===== src/rtl/core/ddpm_pkg.sv =====
package ddpm_pkg;

  // Configuration register indexes
  localparam logic [2:0] CFG_PWM_PWM_MODE    = 3'd0;
  localparam logic [2:0] CFG_OUTPUTS_ENABLED = 3'd1;
  localparam logic [2:0] CFG_MOTOR_COUNT     = 3'd2;
  localparam logic [2:0] CFG_LEFT_SIDE_MASK  = 3'd3;
  localparam logic [2:0] CFG_REVERSED_MASK   = 3'd4;

  localparam logic [6:0] SPEED_FULL  = 7'd100;
  localparam logic [7:0] BRAKE_DUTY  = 8'd255;
  localparam int unsigned DIV_STEPS  = 7;     // quotient never exceeds 100
  localparam int unsigned RECIP_100  = 5243;  // 2^19 / 100, rounded up
  localparam int unsigned RECIP_SHIFT = 19;
  localparam int unsigned QADDR_W    = 1;     // command queue of two entries

  typedef struct packed {
    logic              pwm_pwm_mode;
    logic              outputs_enabled;
    logic [3:0]        motor_count;
    logic [7:0]        left_side_mask;
    logic [7:0]        reversed_mask;
  } cfg_t;

  // Mixed command handed from front to back
  typedef struct packed {
    logic signed [7:0] left;
    logic signed [7:0] right;
    logic [7:0]        top;
  } cmd_t;

  // floor(x / 100) for x below 25600, by reciprocal multiply
  function automatic logic [7:0] div100(input logic [14:0] x);
    logic [27:0] p;
    p = 28'(x) * 28'(RECIP_100);
    return p[RECIP_SHIFT +: 8];
  endfunction

endpackage


===== src/rtl/core/ddpm_front.sv =====
module ddpm_front
  import ddpm_pkg::*;
(
  input  logic               clk,
  input  logic               rst_n,
  input  logic               start,
  output logic               busy,
  input  logic signed [15:0] in_left_speed,
  input  logic signed [15:0] in_right_speed,
  input  logic               in_scale_to_max,
  input  logic [7:0]         in_speed_limit,
  output logic               push,
  output cmd_t               push_cmd,
  input  logic               q_full
);

  typedef enum logic [1:0] {E_IDLE, E_DIV, E_DONE} eng_state_t;

  eng_state_t  state_r;
  logic [2:0]  step_r;
  logic        hold_vld_r;
  logic [15:0] hold_left_r;
  logic [15:0] hold_right_r;
  logic        hold_scale_r;
  logic [7:0]  hold_limit_r;
  logic [21:0] num_l_r, num_r_r, dvs_r;
  logic [6:0]  ql_r, qr_r;
  logic        neg_l_r, neg_r_r;
  logic [7:0]  top_r;

  logic        eng_load, accept, need_div;
  logic [15:0] mag_l, mag_r, mag_max;
  logic [6:0]  limit_c;
  logic [14:0] limit_x255;
  logic        ge_l, ge_r;

  assign eng_load = (state_r == E_IDLE) && hold_vld_r;
  assign busy     = !rst_n || (hold_vld_r && !eng_load);
  assign accept   = start && !busy;

  // classify the held command
  always_comb begin
    mag_l      = hold_left_r[15]  ? (~hold_left_r + 16'd1)  : hold_left_r;
    mag_r      = hold_right_r[15] ? (~hold_right_r + 16'd1) : hold_right_r;
    mag_max    = (mag_r > mag_l) ? mag_r : mag_l;
    need_div   = ((mag_max > 16'(SPEED_FULL)) || hold_scale_r) && (mag_max != 16'd0);
    limit_c    = (hold_limit_r > 8'(SPEED_FULL)) ? SPEED_FULL : hold_limit_r[6:0];
    limit_x255 = {limit_c, 8'b0} - {8'b0, limit_c};
  end

  assign ge_l = num_l_r >= dvs_r;
  assign ge_r = num_r_r >= dvs_r;

  always_ff @(posedge clk) begin
    if (!rst_n) begin
      state_r    <= E_IDLE;
      step_r     <= '0;
      hold_vld_r <= 1'b0;
    end else begin
      if (accept) begin
        hold_vld_r <= 1'b1;
      end else if (eng_load) begin
        hold_vld_r <= 1'b0;
      end
      unique case (state_r)
        E_IDLE: begin
          if (hold_vld_r) begin
            state_r <= need_div ? E_DIV : E_DONE;
            step_r  <= 3'(DIV_STEPS - 1);
          end
        end
        E_DIV: begin
          step_r <= step_r - 3'd1;
          if (step_r == 3'd0) state_r <= E_DONE;
        end
        E_DONE: begin
          if (push) state_r <= E_IDLE;
        end
        default: state_r <= E_IDLE;
      endcase
    end
  end

  // payload: hold register and restoring divider
  always_ff @(posedge clk) begin
    if (accept) begin
      hold_left_r  <= in_left_speed;
      hold_right_r <= in_right_speed;
      hold_scale_r <= in_scale_to_max;
      hold_limit_r <= in_speed_limit;
    end
    if (eng_load) begin
      num_l_r <= 22'(mag_l) * 22'(SPEED_FULL);
      num_r_r <= 22'(mag_r) * 22'(SPEED_FULL);
      dvs_r   <= {mag_max[15:0], 6'b0};
      ql_r    <= mag_l[6:0];
      qr_r    <= mag_r[6:0];
      neg_l_r <= hold_left_r[15];
      neg_r_r <= hold_right_r[15];
      top_r   <= div100(limit_x255);
    end else if (state_r == E_DIV) begin
      if (ge_l) num_l_r <= num_l_r - dvs_r;
      if (ge_r) num_r_r <= num_r_r - dvs_r;
      ql_r  <= {ql_r[5:0], ge_l};
      qr_r  <= {qr_r[5:0], ge_r};
      dvs_r <= dvs_r >> 1;
    end
  end

  assign push           = (state_r == E_DONE) && !q_full;
  assign push_cmd.left  = neg_l_r ? (8'd0 - {1'b0, ql_r}) : {1'b0, ql_r};
  assign push_cmd.right = neg_r_r ? (8'd0 - {1'b0, qr_r}) : {1'b0, qr_r};
  assign push_cmd.top   = top_r;

endmodule


===== src/rtl/core/ddpm_queue.sv =====
module ddpm_queue
  import ddpm_pkg::*;
(
  input  logic clk,
  input  logic rst_n,
  input  logic push,
  input  cmd_t push_cmd,
  output logic full,
  input  logic pop,
  output cmd_t pop_cmd,
  output logic empty
);

  localparam int unsigned QDEPTH = 1 << QADDR_W;

  cmd_t               mem_r [QDEPTH];
  logic [QADDR_W-1:0] wr_ptr_r, rd_ptr_r;
  logic [QADDR_W:0]   cnt_r;

  assign full    = cnt_r == (QADDR_W + 1)'(QDEPTH);
  assign empty   = cnt_r == '0;
  assign pop_cmd = mem_r[rd_ptr_r];

  always_ff @(posedge clk) begin
    if (!rst_n) begin
      wr_ptr_r <= '0;
      rd_ptr_r <= '0;
      cnt_r    <= '0;
    end else begin
      if (push) wr_ptr_r <= wr_ptr_r + 1'b1;
      if (pop)  rd_ptr_r <= rd_ptr_r + 1'b1;
      if (push && !pop) begin
        cnt_r <= cnt_r + 1'b1;
      end else if (pop && !push) begin
        cnt_r <= cnt_r - 1'b1;
      end
    end
  end

  always_ff @(posedge clk) begin
    if (push) mem_r[wr_ptr_r] <= push_cmd;
  end

endmodule


===== src/rtl/core/ddpm_back.sv =====
module ddpm_back
  import ddpm_pkg::*;
#(
  parameter int MOTOR_SLOTS = 8
) (
  input  logic              clk,
  input  logic              rst_n,
  input  cfg_t              cfg,
  input  logic              q_empty,
  input  cmd_t              q_cmd,
  output logic              pop,
  output logic              out_valid,
  output logic [2:0]        out_motor_index,
  output logic [7:0]        out_duty_a,
  output logic [7:0]        out_duty_b,
  output logic signed [7:0] out_applied_speed,
  output logic              out_drive_active,
  output logic              out_last_motor
);

  logic              busy_r;
  logic [2:0]        idx_r;
  cmd_t              cmd_r;
  logic              p1_vld_r, p1_last_r;
  logic [2:0]        p1_idx_r;
  logic signed [7:0] p1_s_r;
  logic [14:0]       p1_prod_r;

  logic [3:0]        cnt_sat;
  logic              last_issue;
  logic signed [7:0] s_sel, s_dir, s_neg;
  logic [6:0]        mag_s;
  logic [7:0]        duty, a_nxt, b_nxt;

  assign cnt_sat    = (cfg.motor_count > 4'(MOTOR_SLOTS)) ? 4'(MOTOR_SLOTS)
                                                          : cfg.motor_count;
  assign last_issue = busy_r && (({1'b0, idx_r} + 4'd1) == cnt_sat);
  assign pop        = !q_empty && (!busy_r || last_issue);

  // side select and reversal; mixed speeds already lie within +-100
  always_comb begin
    s_sel = cfg.left_side_mask[idx_r] ? cmd_r.left : cmd_r.right;
    s_dir = cfg.reversed_mask[idx_r] ? (8'sd0 - s_sel) : s_sel;
    s_neg = 8'sd0 - s_dir;
    mag_s = s_dir[7] ? s_neg[6:0] : s_dir[6:0];
  end

  always_comb begin
    duty = div100(p1_prod_r);
    if (p1_s_r == 8'sd0) begin
      a_nxt = cfg.pwm_pwm_mode ? BRAKE_DUTY : 8'd0;
      b_nxt = a_nxt;
    end else if (!p1_s_r[7]) begin
      a_nxt = duty;
      b_nxt = 8'd0;
    end else if (cfg.pwm_pwm_mode) begin
      a_nxt = 8'd0;
      b_nxt = duty;
    end else begin
      a_nxt = duty;
      b_nxt = 8'd1;
    end
  end

  always_ff @(posedge clk) begin
    if (!rst_n) begin
      busy_r    <= 1'b0;
      idx_r     <= '0;
      p1_vld_r  <= 1'b0;
      out_valid <= 1'b0;
    end else begin
      if (pop) begin
        busy_r <= cnt_sat != 4'd0;
        idx_r  <= '0;
      end else if (busy_r) begin
        idx_r <= idx_r + 3'd1;
        if (last_issue) busy_r <= 1'b0;
      end
      p1_vld_r  <= busy_r;
      out_valid <= p1_vld_r;
    end
  end

  always_ff @(posedge clk) begin
    if (pop) cmd_r <= q_cmd;
    p1_idx_r          <= idx_r;
    p1_last_r         <= last_issue;
    p1_s_r            <= s_dir;
    p1_prod_r         <= 15'(mag_s) * 15'(cmd_r.top);
    out_motor_index   <= p1_idx_r;
    out_duty_a        <= a_nxt;
    out_duty_b        <= b_nxt;
    out_applied_speed <= p1_s_r;
    out_drive_active  <= cfg.outputs_enabled;
    out_last_motor    <= p1_last_r;
  end

endmodule


===== src/rtl/core/differential_drive_pwm_mixer.sv =====
// A taken command passes the hold register, the front engine (its 7-step restoring divider
// runs only when scaling applies, one quotient bit per cycle), the queue and the back end.
// Throughput: one result beat per cycle per motor while commands are queued; the front
// takes one while still on the last, so the slower of motor count and divider sets pace.
// Reset: synchronous, active-low rst_n clears control and restores config defaults.
// The receiver cannot stall: each result beat shows on out_valid for one cycle.
module differential_drive_pwm_mixer
  import ddpm_pkg::*;
#(
  parameter int MOTOR_SLOTS = 8
) (
  input  logic               clk,
  input  logic               rst_n,
  // command channel
  input  logic               start,
  output logic               busy,
  input  logic signed [15:0] in_left_speed,
  input  logic signed [15:0] in_right_speed,
  input  logic               in_scale_to_max,
  input  logic [7:0]         in_speed_limit,
  // result channel
  output logic               out_valid,
  output logic [2:0]         out_motor_index,
  output logic [7:0]         out_duty_a,
  output logic [7:0]         out_duty_b,
  output logic signed [7:0]  out_applied_speed,
  output logic               out_drive_active,
  output logic               out_last_motor,
  // configuration write channel
  input  logic               cfg_valid,
  output logic               cfg_ready,
  input  logic [2:0]         cfg_index,
  input  logic [7:0]         cfg_data
);

  cfg_t cfg_r;
  logic push, q_full, q_empty, pop;
  cmd_t push_cmd, pop_cmd;

  // Config writes take effect in the cycle after they are taken; never hold off the writer.
  assign cfg_ready = 1'b1;

  always_ff @(posedge clk) begin
    if (!rst_n) begin
      cfg_r.pwm_pwm_mode    <= 1'b1;
      cfg_r.outputs_enabled <= 1'b1;
      cfg_r.motor_count     <= '0;
      cfg_r.left_side_mask  <= '0;
      cfg_r.reversed_mask   <= '0;
    end else if (cfg_valid && cfg_ready) begin
      unique case (cfg_index)
        CFG_PWM_PWM_MODE:    cfg_r.pwm_pwm_mode    <= cfg_data[0];
        CFG_OUTPUTS_ENABLED: cfg_r.outputs_enabled <= cfg_data[0];
        CFG_MOTOR_COUNT:     cfg_r.motor_count     <= cfg_data[3:0];
        CFG_LEFT_SIDE_MASK:  cfg_r.left_side_mask  <= cfg_data;
        CFG_REVERSED_MASK:   cfg_r.reversed_mask   <= cfg_data;
        default: ;  // drop writes to unmapped indexes
      endcase
    end
  end

  // Front: hold one command, mix (scale to the larger magnitude when needed),
  // compute the limit-derived top duty, then hand the command to the queue.
  ddpm_front u_front (
    .clk             (clk),
    .rst_n           (rst_n),
    .start           (start),
    .busy            (busy),
    .in_left_speed   (in_left_speed),
    .in_right_speed  (in_right_speed),
    .in_scale_to_max (in_scale_to_max),
    .in_speed_limit  (in_speed_limit),
    .push            (push),
    .push_cmd        (push_cmd),
    .q_full          (q_full)
  );

  // Two-entry queue decouples the divider from the per-motor sequencer.
  ddpm_queue u_queue (
    .clk      (clk),
    .rst_n    (rst_n),
    .push     (push),
    .push_cmd (push_cmd),
    .full     (q_full),
    .pop      (pop),
    .pop_cmd  (pop_cmd),
    .empty    (q_empty)
  );

  // Back: walk the motors one per cycle through a two-stage duty pipeline.
  ddpm_back #(
    .MOTOR_SLOTS (MOTOR_SLOTS)
  ) u_back (
    .clk               (clk),
    .rst_n             (rst_n),
    .cfg               (cfg_r),
    .q_empty           (q_empty),
    .q_cmd             (pop_cmd),
    .pop               (pop),
    .out_valid         (out_valid),
    .out_motor_index   (out_motor_index),
    .out_duty_a        (out_duty_a),
    .out_duty_b        (out_duty_b),
    .out_applied_speed (out_applied_speed),
    .out_drive_active  (out_drive_active),
    .out_last_motor    (out_last_motor)
  );

endmodule


===== config.mk =====
export PLATFORM = sky130hd
export DESIGN_NAME = differential_drive_pwm_mixer
export DESIGN_NICKNAME = d
export VERILOG_FILES = /design/src/rtl/core/ddpm_pkg.sv /design/src/rtl/core/ddpm_front.sv /design/src/rtl/core/ddpm_queue.sv /design/src/rtl/core/ddpm_back.sv /design/src/rtl/core/differential_drive_pwm_mixer.sv
export SDC_FILE = /design/constraint.sdc
export NUM_CORES = 1
export LEC_CHECK = 0
export ABC_CLOCK_PERIOD_IN_PS = 8140
export BUFFER_PORTS_ARGS = -buffer_cell sky130_fd_sc_hd__buf_2
export CAP_MARGIN = 20
export CORE_UTILIZATION = 62
export DETAILED_ROUTE_END_ITERATION = 7
export PLACE_DENSITY = 0.91
export SYNTH_ARGS = -nofsm -noshare
export SYNTH_HDL_FRONTEND = slang
export SYNTH_HIERARCHICAL = 1
export SYNTH_SLANG_ARGS = --single-unit

===== constraint.sdc =====
create_clock -name clk -period 8.14 [get_ports clk]
set_input_delay 0.814 -clock clk [delete_from_list [all_inputs] [get_ports clk]]
set_output_delay 0.814 -clock clk [all_outputs]
set_load 0.02 [all_outputs]

# After elaboration in Yosys (flattened, before gate mapping)
# Memories as Yosys holds them, arrays and structs flattened. A register that Yosys moved wholly into a read port is not among the register bits.
# Cells that the tools add are included.
classes:
  muxes: 49
  div_mod_pow: 0
  n_mul: 5
  order_cmp: 7
  shifts: 0
  reduce_logical: 45
  bitwise_logic: 3
  eq_ne: 11
  add_sub_neg: 16
op_table:
  columns: ["operator", "count"]
  rows:
  - ["$mux 22", 8]
  - ["$mux 8", 11]
  - ["$mul 15x13->27 const B", 2]
  - ["$mux 16", 3]
  - ["$ge 22x22->1", 2]
  - ["$sub 22x22->22", 2]
  - ["$mux 7", 6]
  - ["$mul 16x5->20 const B", 2]
  - ["$add 16x1->16 const B", 2]
  - ["$not 16->16", 2]
  - ["$reduce_and 2->1", 10]
  - ["$gt 16x16->1", 1]
  - ["$gt 16x7->1 const B", 1]
  - ["$reduce_bool 16->1", 1]
  - ["$sub 1x7->8 const A", 2]
  - ["$mul 7x8->15", 1]
  - ["$sub 15x7->15", 1]
  - ["$mux 2", 6]
  - ["$reduce_bool 2->1", 6]
  - ["$logic_and 1x1->1", 9]
  - ["$mux 1", 9]
  - ["$gt 8x7->1 const B", 1]
  - ["$logic_not 1->1", 8]
  - ["$logic_not 8->1", 1]
  - ["other kinds (29)", 39]
word_totals:
  rom_bits: 0
  latchBits: 0
  in_bits: 56
  wordCells: 177
  out_inout_bits: 32
  mem_count: 1
  ff_bits: 225
  mem_bits_rw: 48
mem_list:
  columns: ["memory", "depth", "width", "rd", "rd_clocked_by_memory_dff", "write_ports", "line", "source"]
  rows:
  - ["u_queue.mem_r", 2, 24, 1, 1, 1, "ddpm_queue.sv:16", "cmd_t mem_r [QDEPTH];"]

# Longest topological paths before layout
# Gate-level depths: netlist of the first run.
depth:
  word_depth: 11
  depth_mapped: 30
  ltp_nobuf: 30

# By module
# Netlist of the first run, hierarchy kept.
by_module_without_submodules:
  columns: ["mod", "cells_per_inst", "n_inst", "area_each_um2", "seq_area_each_um2"]
  rows:
  - ["ddpm_front", 1604, 1, 15225.9, 3953.8]
  - ["ddpm_back", 807, 1, 8441.8, 1961.9]
  - ["ddpm_queue", 97, 1, 1950.6, 1541.5]
  - ["differential_drive_pwm_mixer", 88, 1, 887.1, 440.4]

# Least setup slack after synthesis of the first run
# OpenSTA, ideal clock, no wires.
synth_path:
  path_type: "register to register"
  startpoint: "register u_front.hold_limit_r[0]"
  endpoint: "register u_front.top_r[7], data pin"
  setup_time_ns: 0.260
  path_buffers: 0
  required_ns: 7.880
  stages_incl_launch_ff: 30
  arrival_time_ns: 6.535
  slack_ns: 1.345
  synth_period_minus_slack_ns: 6.795
  cell_sequence: "edfxtp_1 or2_2 a211o_1 a31oi_1 nand2_1 ha_1 nand2b_1 o21ai_0 nor3_1 xnor2_1 nor2_1 inv_1 fa_1 inv_1 ha_1 fa_1 fa_1 inv_1 fa_1 inv_1 ha_1 a21o_1 a21oi_1 o21ai_0 nand2_1 nand3_1 o2111ai_1 nand3b_1 a21oi_1 xnor2_1"
synth_between:
  elab_chain_len: 4
synth_lines:
  columns: ["element", "line", "source"]
  rows:
  - ["start, declared", "ddpm_front.sv:25", "logic [7:0] hold_limit_r;"]
  - ["start signal, assigned", "ddpm_front.sv:90", "hold_limit_r <= in_speed_limit;"]
  - ["$gt 8x7->1", "ddpm_front.sv:47", "limit_c = (hold_limit_r > 8'(SPEED_FULL)) ? SPEED_FULL : hold_limit_r[6:0];"]
  - ["$mux 7 *", "ddpm_front.sv:47", null]
  - ["$sub 15x7->15 *", "ddpm_front.sv:48", "limit_x255 = {limit_c, 8'b0} - {8'b0, limit_c};"]
  - ["$mul 15x13->27 *", "ddpm_pkg.sv:35", "p = 28'(x) * 28'(RECIP_100);"]
  - ["end signal, assigned", "ddpm_front.sv:100", "top_r <= div100(limit_x255);"]
  - ["end, declared", "ddpm_front.sv:29", "logic [7:0] top_r;"]
# Mark *: on every way between the ends. The rest lies on a longest branch, timed or not.
# A chain may end at the register's enable or synchronous reset.

# Final worst setup path of the first run
# Same ends and word-level chain as after synthesis.

==> results.cfg, run 1 <==
[route]
wl_um = 59000
top_layer = met4
viasPerCell = 5.96
drtIter0Drc = 1463
vias = 19400
firstDrtPassIters = 6
drt-met1-wl_um = 23300
drc = 0
wl_met2_um = 29500
antenna_left = 0
detail_route.wl_per_cell_um = 18.1
met3_length_um = 3930

[cts]
root_buffer = clkbuf_16
cts_tree = done
clkTransAtPathRegs_ns = 0.06
ctsResizeCount = 0
cts.sink_count = 298
holdBufCountCts = 0
postCtsSetupBuffers = 0
clockBufferDepth = 3
clock_latency_ns = 0.60
htreeDepth = 1
cts-buffers-inserted = 30

[global_route]
grt_pass1_wl_um = 96700
grtUsageTotal_pct = 27.3
grt_pass1_vias = 20300
grt-ovfl-total = 0
antenna_found_initial = 0
grt_start_max_net_pins = 58

[layout]
diodes = 0
mostFrequentLayoutCell = inv_1
multi_input_area_um2 = 16600
layout-drive-gt1-share_pct = 8.66
final_nets = 3331
layout_common_cells = 483 x inv_1, 401 x ha_1, 193 x edfxtp_1
regArea_um2 = 7900
fill_cells = 2922
postLayoutCellArea_um2 = 28600
syn_to_final_growth_pct = 7.82

[sta]
slew_headroom_pct = 29.1
finalHoldViolations = 0
grt_setup_unrepaired = false
setup-violations-final = 0
tightest_slew_ns = 1.05
skew_ns = 0.0275
fin_crit_sh_pct = 94.3
tns_ns = 0
fin_crit_ns = 7.67
whs_ns = 0.326
drv_slew = 0
max_freq_mhz = 130
setup_ws_ns = 0.467

[setup_path]
rrSetupSlack_ns = 0.47
r2r_cells = 29
start_kind = flop
critical-path-slowest-cell = fa_1
slowest_delay_ns = 0.58
crit_required_ns = 8.47
crit_family = adder cells
crit_fanout = 5
reg2reg_to = u_front/top_r[7]$_DFFE_PP_
path_buf_inv = 4
rr_startpoint = u_front/hold_limit_r[0]$_DFFE_PP_
critPathArrivalTime_ns = 8.00
crit_path_end_kind = flop
crit_type = flop to flop

[yosys]
synth-edff-count = 193
ys_seq_elements = 298
synth_area_um2 = 26500
synth_nets = 3238
async_reset_ff_share_pct = 0
synthesis.instances = 2596
syn_area_per_cell_um2 = 10.2
yosysSeqAreaShare_pct = 29.8
ys_warn_count = 6
synth-main-ff-cell = edfxtp_1
synth_cell_types = 96

[placement]
io_buffers = 86
pre_cts_slack_ns = 0.502
post_dp_cell_area_um2 = 27500
gp_congestion = 0.956
dp_hpwl_um = 46500

[floorplanning]
ios = 88
initial_core_util_pct = 63.0
die_w_um = 209
coreArea_um2 = 42000
die_area_um2 = 43600
rows = 75
die_y_um = 209

[status]
status = finished, final reports clean

[job]
maxCapViolCount = 0

[hold_path]
hold_path_depth = 0
whs_endpoint = u_back/out_last_motor$_DFF_P_
worstHoldStart = u_back/p1_last_r$_DFF_P_
hold_path_class = flop to flop
worst register-to-register path: cells and delay by family (launching register included):
family / cells / cell delay (ns)
compound gates: 8 / 1.66
xor+xnor: 2 / 0.17
fa+ha+maj: 7 / 3.04
buf+inv: 4 / 0.39
flops: 1 / 0.44
simple gates: 8 / 1.75
synth_stat cells (11+ instances only):
cell type,n,area [µm²]
nand3_1,32,160
o22ai_1,40,250
o21ai_0,95,475
and3_1,11,68.8
fa_1,185,3700
o211ai_1,15,113
edfxtp_1,193,5800
nand2b_1,27,169
and2_1,39,244
a21oi_1,101,505
o21a_1,21,158
o31ai_1,23,173
a21o_1,37,278
clkbuf_1,27,101
o21bai_1,12,90.1
nor4_1,16,100
nor3_1,22,110
nor2_1,81,304
inv_1,482,1810
ha_1,401,5020
a31oi_1,15,93.8
xnor2_1,92,806
or3_1,21,131
nand2_1,159,597
nand4_1,20,125
mux2i_1,38,380
a211oi_1,16,120
xor2_1,60,526
dfxtp_1,105,2100
mux2_2,26,293
nor2b_1,28,175
how the worst max path moves through the flow:
stage | from | end | slack, ns | cells after the start
2_1_floorplan | u_front/hold_limit_r[0]$_DFFE_PP_ | u_front/top_r[7]$_DFFE_PP_ | 1.35 | 29
3_3_place_gp | u_front/hold_limit_r[0]$_DFFE_PP_ | u_front/top_r[7]$_DFFE_PP_ | 0.93 | 29
3_5_place_dp | u_front/hold_limit_r[0]$_DFFE_PP_ | u_front/top_r[7]$_DFFE_PP_ | 0.50 | 29
4_1_cts | u_front/hold_limit_r[0]$_DFFE_PP_ | u_front/top_r[7]$_DFFE_PP_ | 0.49 | 29
5_1_grt | u_front/hold_limit_r[0]$_DFFE_PP_ | u_front/top_r[7]$_DFFE_PP_ | 0.01 | 29
6_report | u_front/hold_limit_r[0]$_DFFE_PP_ | u_front/top_r[7]$_DFFE_PP_ | 0.47 | 29
state kept, by name, indices dropped and copies added, names as in the netlist, 15 cells and up, named ones only:
| register | count |
|---|---|
| u_front/hold_left_r | 16 |
| cfg_r | 22 |
| u_queue/mem_r | 48 |
| u_front/dvs_r | 22 |
| u_front/num_l_r | 22 |
| u_back/cmd_r | 24 |
| u_front/hold_right_r | 16 |
| u_back/p1_prod_r | 15 |
| u_front/num_r_r | 22 |
through the flow:
step | instances | util, %
2_1_floorplan | 2596 | -
3_3_place_gp | 3190 | 65.4
3_5_place_dp | 3191 | 65.5
4_1_cts | 3247 | 67.8
5_1_grt | 3252 | 68.0
6_report | 3252 | 68.0
layer usage:
metal | vias up | track usage (%)
li1 | 9091 | -
met1 | 9326 | 33.0
met2 | 791 | 48.7
met3 | 188 | 4.16
met4 | 0 | 11.1
met5 | - | 0
layout make-up:
cell class / instances / share of cell area (%)
Clock buffer: 40 / 2.90
Timing Repair Buffer: 106 / 2.18
Inverter: 483 / 6.34
Clock inverter: 16 / 0.530
Multi-Input combinational cell: 1770 / 58.0
Sequential cell: 298 / 27.6
Tap cell: 539 / 2.36
kinds of logic after synthesis:
group | count (synthesis) | synth area share (%)
AOI/OAI and AO/OA | 449 | 11.1
xor gates and xnor gates | 156 | 5.27
adders and majority gates | 586 | 32.9
buffers and inverters | 528 | 7.69
DFF | 298 | 29.8
muxes | 75 | 3.33
other | 1 | 0.0141
and+or+nand+nor | 503 | 9.88
Power of run 1 is left out: the tool's default activity adds up to more than one toggle a clock period on the data nets, which glitch-free logic cannot reach.
==> run 2: changes to the inputs <==
--- a/config.mk
+++ b/config.mk
@@ -10,7 +10,7 @@
 export CAP_MARGIN = 20
 export CORE_UTILIZATION = 62
 export DETAILED_ROUTE_END_ITERATION = 7
-export PLACE_DENSITY = 0.91
+export PLACE_DENSITY_LB_ADDON = 0.3
 export SYNTH_ARGS = -nofsm -noshare
 export SYNTH_HDL_FRONTEND = slang
 export SYNTH_HIERARCHICAL = 1
==> results.cfg, run 2 (synthesis gave the netlist of run 1 again) <==
[setup_path]
reg2reg_to = u_front/top_r[7]$_DFFE_PP_
crit_family = adder cells
slowest_delay_ns = 0.57
critical-path-slowest-cell = fa_1
crit_required_ns = 8.47
rr_startpoint = u_front/hold_limit_r[0]$_DFFE_PP_
critPathArrivalTime_ns = 7.88
crit_type = flop to flop
r2r_cells = 29
path_buf_inv = 4
crit_fanout = 5
crit_path_end_kind = flop
start_kind = flop
rrSetupSlack_ns = 0.59

[sta]
setup-violations-final = 0
whs_ns = 0.325
grt_setup_unrepaired = false
tns_ns = 0
tightest_slew_ns = 1.17
fin_crit_sh_pct = 92.8
drv_slew = 0
fin_crit_ns = 7.55
slew_headroom_pct = 21.4
max_freq_mhz = 132
finalHoldViolations = 0
skew_ns = 0.0148

[hold_path]
hold_path_depth = 0
whs_endpoint = u_back/out_motor_index[2]$_DFF_P_
worstHoldStart = u_back/p1_idx_r[2]$_DFF_P_
hold_path_class = flop to flop

[cts]
htreeDepth = 1
clkTransAtPathRegs_ns = 0.06
cts.sink_count = 298
clock_latency_ns = 0.59
ctsResizeCount = 0
cts_tree = done
root_buffer = clkbuf_16
postCtsSetupBuffers = 0
cts-buffers-inserted = 31
holdBufCountCts = 0
clockBufferDepth = 3

[layout]
layout-drive-gt1-share_pct = 8.85
layoutNonFillerInstCount = 3252
layout_common_cells = 482 x inv_1, 401 x ha_1, 193 x edfxtp_1
largest_reg_flops = 48
diodes = 0
mostFrequentLayoutCell = inv_1
reg_top3 = u_queue/mem_r x48, u_back/cmd_r x24
final_nets = 3332
syn_to_final_growth_pct = 8.17
regMostFlops = u_queue/mem_r

[route]
firstDrtPassIters = 6
wl_um = 56400
drc = 0
detail_route.wl_per_cell_um = 17.3
drtIter0Drc = 1287
viasPerCell = 5.80
antenna_left = 0
vias = 18900

[global_route]
grt-ovfl-total = 0
grt_pass1_wl_um = 94600
antenna_found_initial = 0
grtUsageTotal_pct = 26.7
grt_pass1_vias = 19500
grt_start_max_net_pins = 57

[floorplanning]
die_area_um2 = 43600
die_y_um = 209
coreArea_um2 = 42000
initial_core_util_pct = 63.0
die_w_um = 209
ios = 88
rows = 75

[placement]
dp_cells = 3192
gp_congestion = 0.937
dp_hpwl_um = 45200
io_buffers = 86

[job]
maxCapViolCount = 0

[status]
status = finished, final reports clean
-- run 2: layout make-up --
cell class / instances / area, µm²
clock inverters: 21 / 224
flip-flops and latches: 298 / 7900
inverters: 483 / 1810
well taps: 539 / 674
repair buffers: 106 / 631
multi-input cells: 1770 / 16600
clock buffers: 35 / 843
fillers: 3204 / 13400
-- run 2: worst max path at each step --
stage	start	end	slack, ns	cells past startpoint
2_1_floorplan	u_front/hold_limit_r[0]$_DFFE_PP_	u_front/top_r[7]$_DFFE_PP_	1.35	29
3_3_place_gp	u_front/hold_limit_r[0]$_DFFE_PP_	u_front/top_r[7]$_DFFE_PP_	0.88	29
3_5_place_dp	u_front/hold_limit_r[0]$_DFFE_PP_	u_front/top_r[7]$_DFFE_PP_	0.64	29
4_1_cts	u_front/hold_limit_r[0]$_DFFE_PP_	u_front/top_r[7]$_DFFE_PP_	0.61	29
5_1_grt	u_front/hold_limit_r[0]$_DFFE_PP_	u_front/top_r[7]$_DFFE_PP_	0.08	29
6_report	u_front/hold_limit_r[0]$_DFFE_PP_	u_front/top_r[7]$_DFFE_PP_	0.59	29
-- run 2: per-layer routing --
| metal | part of all wire [%] | GRT usage [%] |
|---|---|---|
| met1 | 43 | 35.1 |
| met2 | 49 | 46.3 |
| met3 | 5.7 | 3.76 |
| met4 | 2.5 | 7.23 |
| met5 | 0 | 0 |
-- run 2: through the flow --
step	util [%]	cell area, µm²	setup WS (ns)
6_report	68.2	28700	0.587
5_1_grt	68.2	28700	0.0754
4_1_cts	68.0	28600	0.612
3_5_place_dp	65.5	27500	0.638
3_3_place_gp	65.5	27500	0.876
2_1_floorplan	-	26500	1.35
Power of run 2 is left out for the same reason.
==> run 3: changes to the inputs <==
--- a/config.mk
+++ b/config.mk
@@ -8,6 +8,7 @@
 export ABC_CLOCK_PERIOD_IN_PS = 8140
 export BUFFER_PORTS_ARGS = -buffer_cell sky130_fd_sc_hd__buf_2
 export CAP_MARGIN = 20
+export CORE_ASPECT_RATIO = 0.6
 export CORE_UTILIZATION = 62
 export DETAILED_ROUTE_END_ITERATION = 7
 export PLACE_DENSITY_LB_ADDON = 0.3
==> results.cfg, run 3 (synthesis gave the netlist of run 1 again) <==
[status]
status = finished, final reports clean

[global_route]
grt_start_max_net_pins = 73
grt_pass1_wl_um = 97600
grt-ovfl-total = 0
antenna_found_initial = 0
grt_pass1_vias = 19100
grtUsageTotal_pct = 28.3

[floorplanning]
die_area_um2 = 43600
ios = 88
coreArea_um2 = 42000
die_y_um = 162
initial_core_util_pct = 63.1
die_w_um = 269
rows = 58

[cts]
clkTransAtPathRegs_ns = 0.07
postCtsSetupBuffers = 0
holdBufCountCts = 0
cts.sink_count = 298
root_buffer = clkbuf_16
clock_latency_ns = 0.59
cts-buffers-inserted = 29
htreeDepth = 1
cts_tree = done
ctsResizeCount = 0
clockBufferDepth = 3

[setup_path]
critical-path-slowest-cell = fa_1
crit_family = adder cells
critPathArrivalTime_ns = 7.82
rrSetupSlack_ns = 0.64
slowest_delay_ns = 0.58
path_buf_inv = 4
rr_startpoint = u_front/hold_limit_r[0]$_DFFE_PP_
crit_fanout = 5
crit_type = flop to flop
crit_required_ns = 8.46
reg2reg_to = u_front/top_r[7]$_DFFE_PP_
crit_path_end_kind = flop
critPathCapture = u_front/top_r[7]$_DFFE_PP_
r2r_cells = 29
critPathLaunch = u_front/hold_limit_r[0]$_DFFE_PP_
worst-path-stages = 29
start_kind = flop

[layout]
reg_top3 = u_queue/mem_r x48, u_back/cmd_r x24
layout-drive-gt1-share_pct = 8.92
layout_common_cells = 482 x inv_1, 401 x ha_1, 193 x edfxtp_1
mostFrequentLayoutCell = inv_1
regMostFlops = u_queue/mem_r
fill_cells = 3155
final_nets = 3332
largest_reg_flops = 48
syn_to_final_growth_pct = 8.04
diodes = 0

[sta]
finalHoldViolations = 0
fin_crit_sh_pct = 92.1
tightest_slew_ns = 1.06
tns_ns = 0
skew_ns = 0.0269
drv_slew = 0
setup-violations-final = 0
fin_crit_ns = 7.50
max_freq_mhz = 133
slew_headroom_pct = 28.8
grt_setup_unrepaired = false

[route]
detail_route.wl_per_cell_um = 18.5
viasPerCell = 5.83
drc = 0
antenna_left = 0
drtIter0Drc = 1718
wl_um = 60600
vias = 19100
firstDrtPassIters = 6

[placement]
dp_hpwl_um = 48600
io_buffers = 86
gp_congestion = 0.990

[hold_path]
worstHoldStart = u_back/p1_idx_r[2]$_DFF_P_
hold_path_class = flop to flop

[job]
maxCapViolCount = 0
[run 3: cell count changes in the layout (fill, tap and decap cells not counted), sizes merged]
cell      before  now
clkinv        14    8
buf          106  107
clkbuf        35   33
bufinv         3    1
clkinvlp       2    5
inv          485  490
[run 3: worst min path at each step]
stage / endpoint / slack [ns] / cells after the start
after detailed placement: u_back/out_motor_index[2]$_DFF_P_ / 0.31 / 0
after global placement: u_back/out_motor_index[1]$_DFF_P_ / 0.31 / 0
final: u_back/out_motor_index[2]$_DFF_P_ / 0.33 / 0
after CTS: u_back/out_motor_index[2]$_DFF_P_ / 0.33 / 0
after floorplan: u_back/out_last_motor$_DFF_P_ / 0.31 / 0
after global routing: u_back/out_motor_index[2]$_DFF_P_ / 0.33 / 0
[run 3: routing by layer]
layer  wire, µm  part of all wire (%)  GRT usage [%]  up-vias
li1           -                     -              -     9102
met1      28400                    47           42.0     9184
met2      25100                    41           41.2      759
met3       6240                    10           8.31       86
met4        871                   1.4           5.32        0
met5          0                     0              0        -
[run 3: cell type report]
| type | count | area (µm²) | share of cell area [%] |
|---|---|---|---|
| Inverter | 483 | 1810 | 6.33 |
| Tap cell | 570 | 713 | 2.49 |
| Multi-Input combinational cell | 1770 | 16600 | 57.9 |
| Sequential cell | 298 | 7900 | 27.6 |
| Clock inverter | 21 | 201 | 0.703 |
| Clock buffer | 32 | 790 | 2.76 |
| Timing Repair Buffer | 108 | 633 | 2.21 |
[run 3: metrics by stage]
stage          utilization [%]  worst slack (ns)  hold WS (ns)  area, µm²  cells
2_1_floorplan                -              1.35         0.310      26500   2596
4_1_cts                   68.0             0.730         0.329      28600   3279
5_1_grt                   68.2            0.0589         0.334      28600   3282
3_3_place_gp              65.7             0.900         0.311      27600   3226
6_report                  68.2             0.642         0.328      28600   3282
3_5_place_dp              65.7             0.725         0.312      27600   3226
Power of run 3 is left out for the same reason.
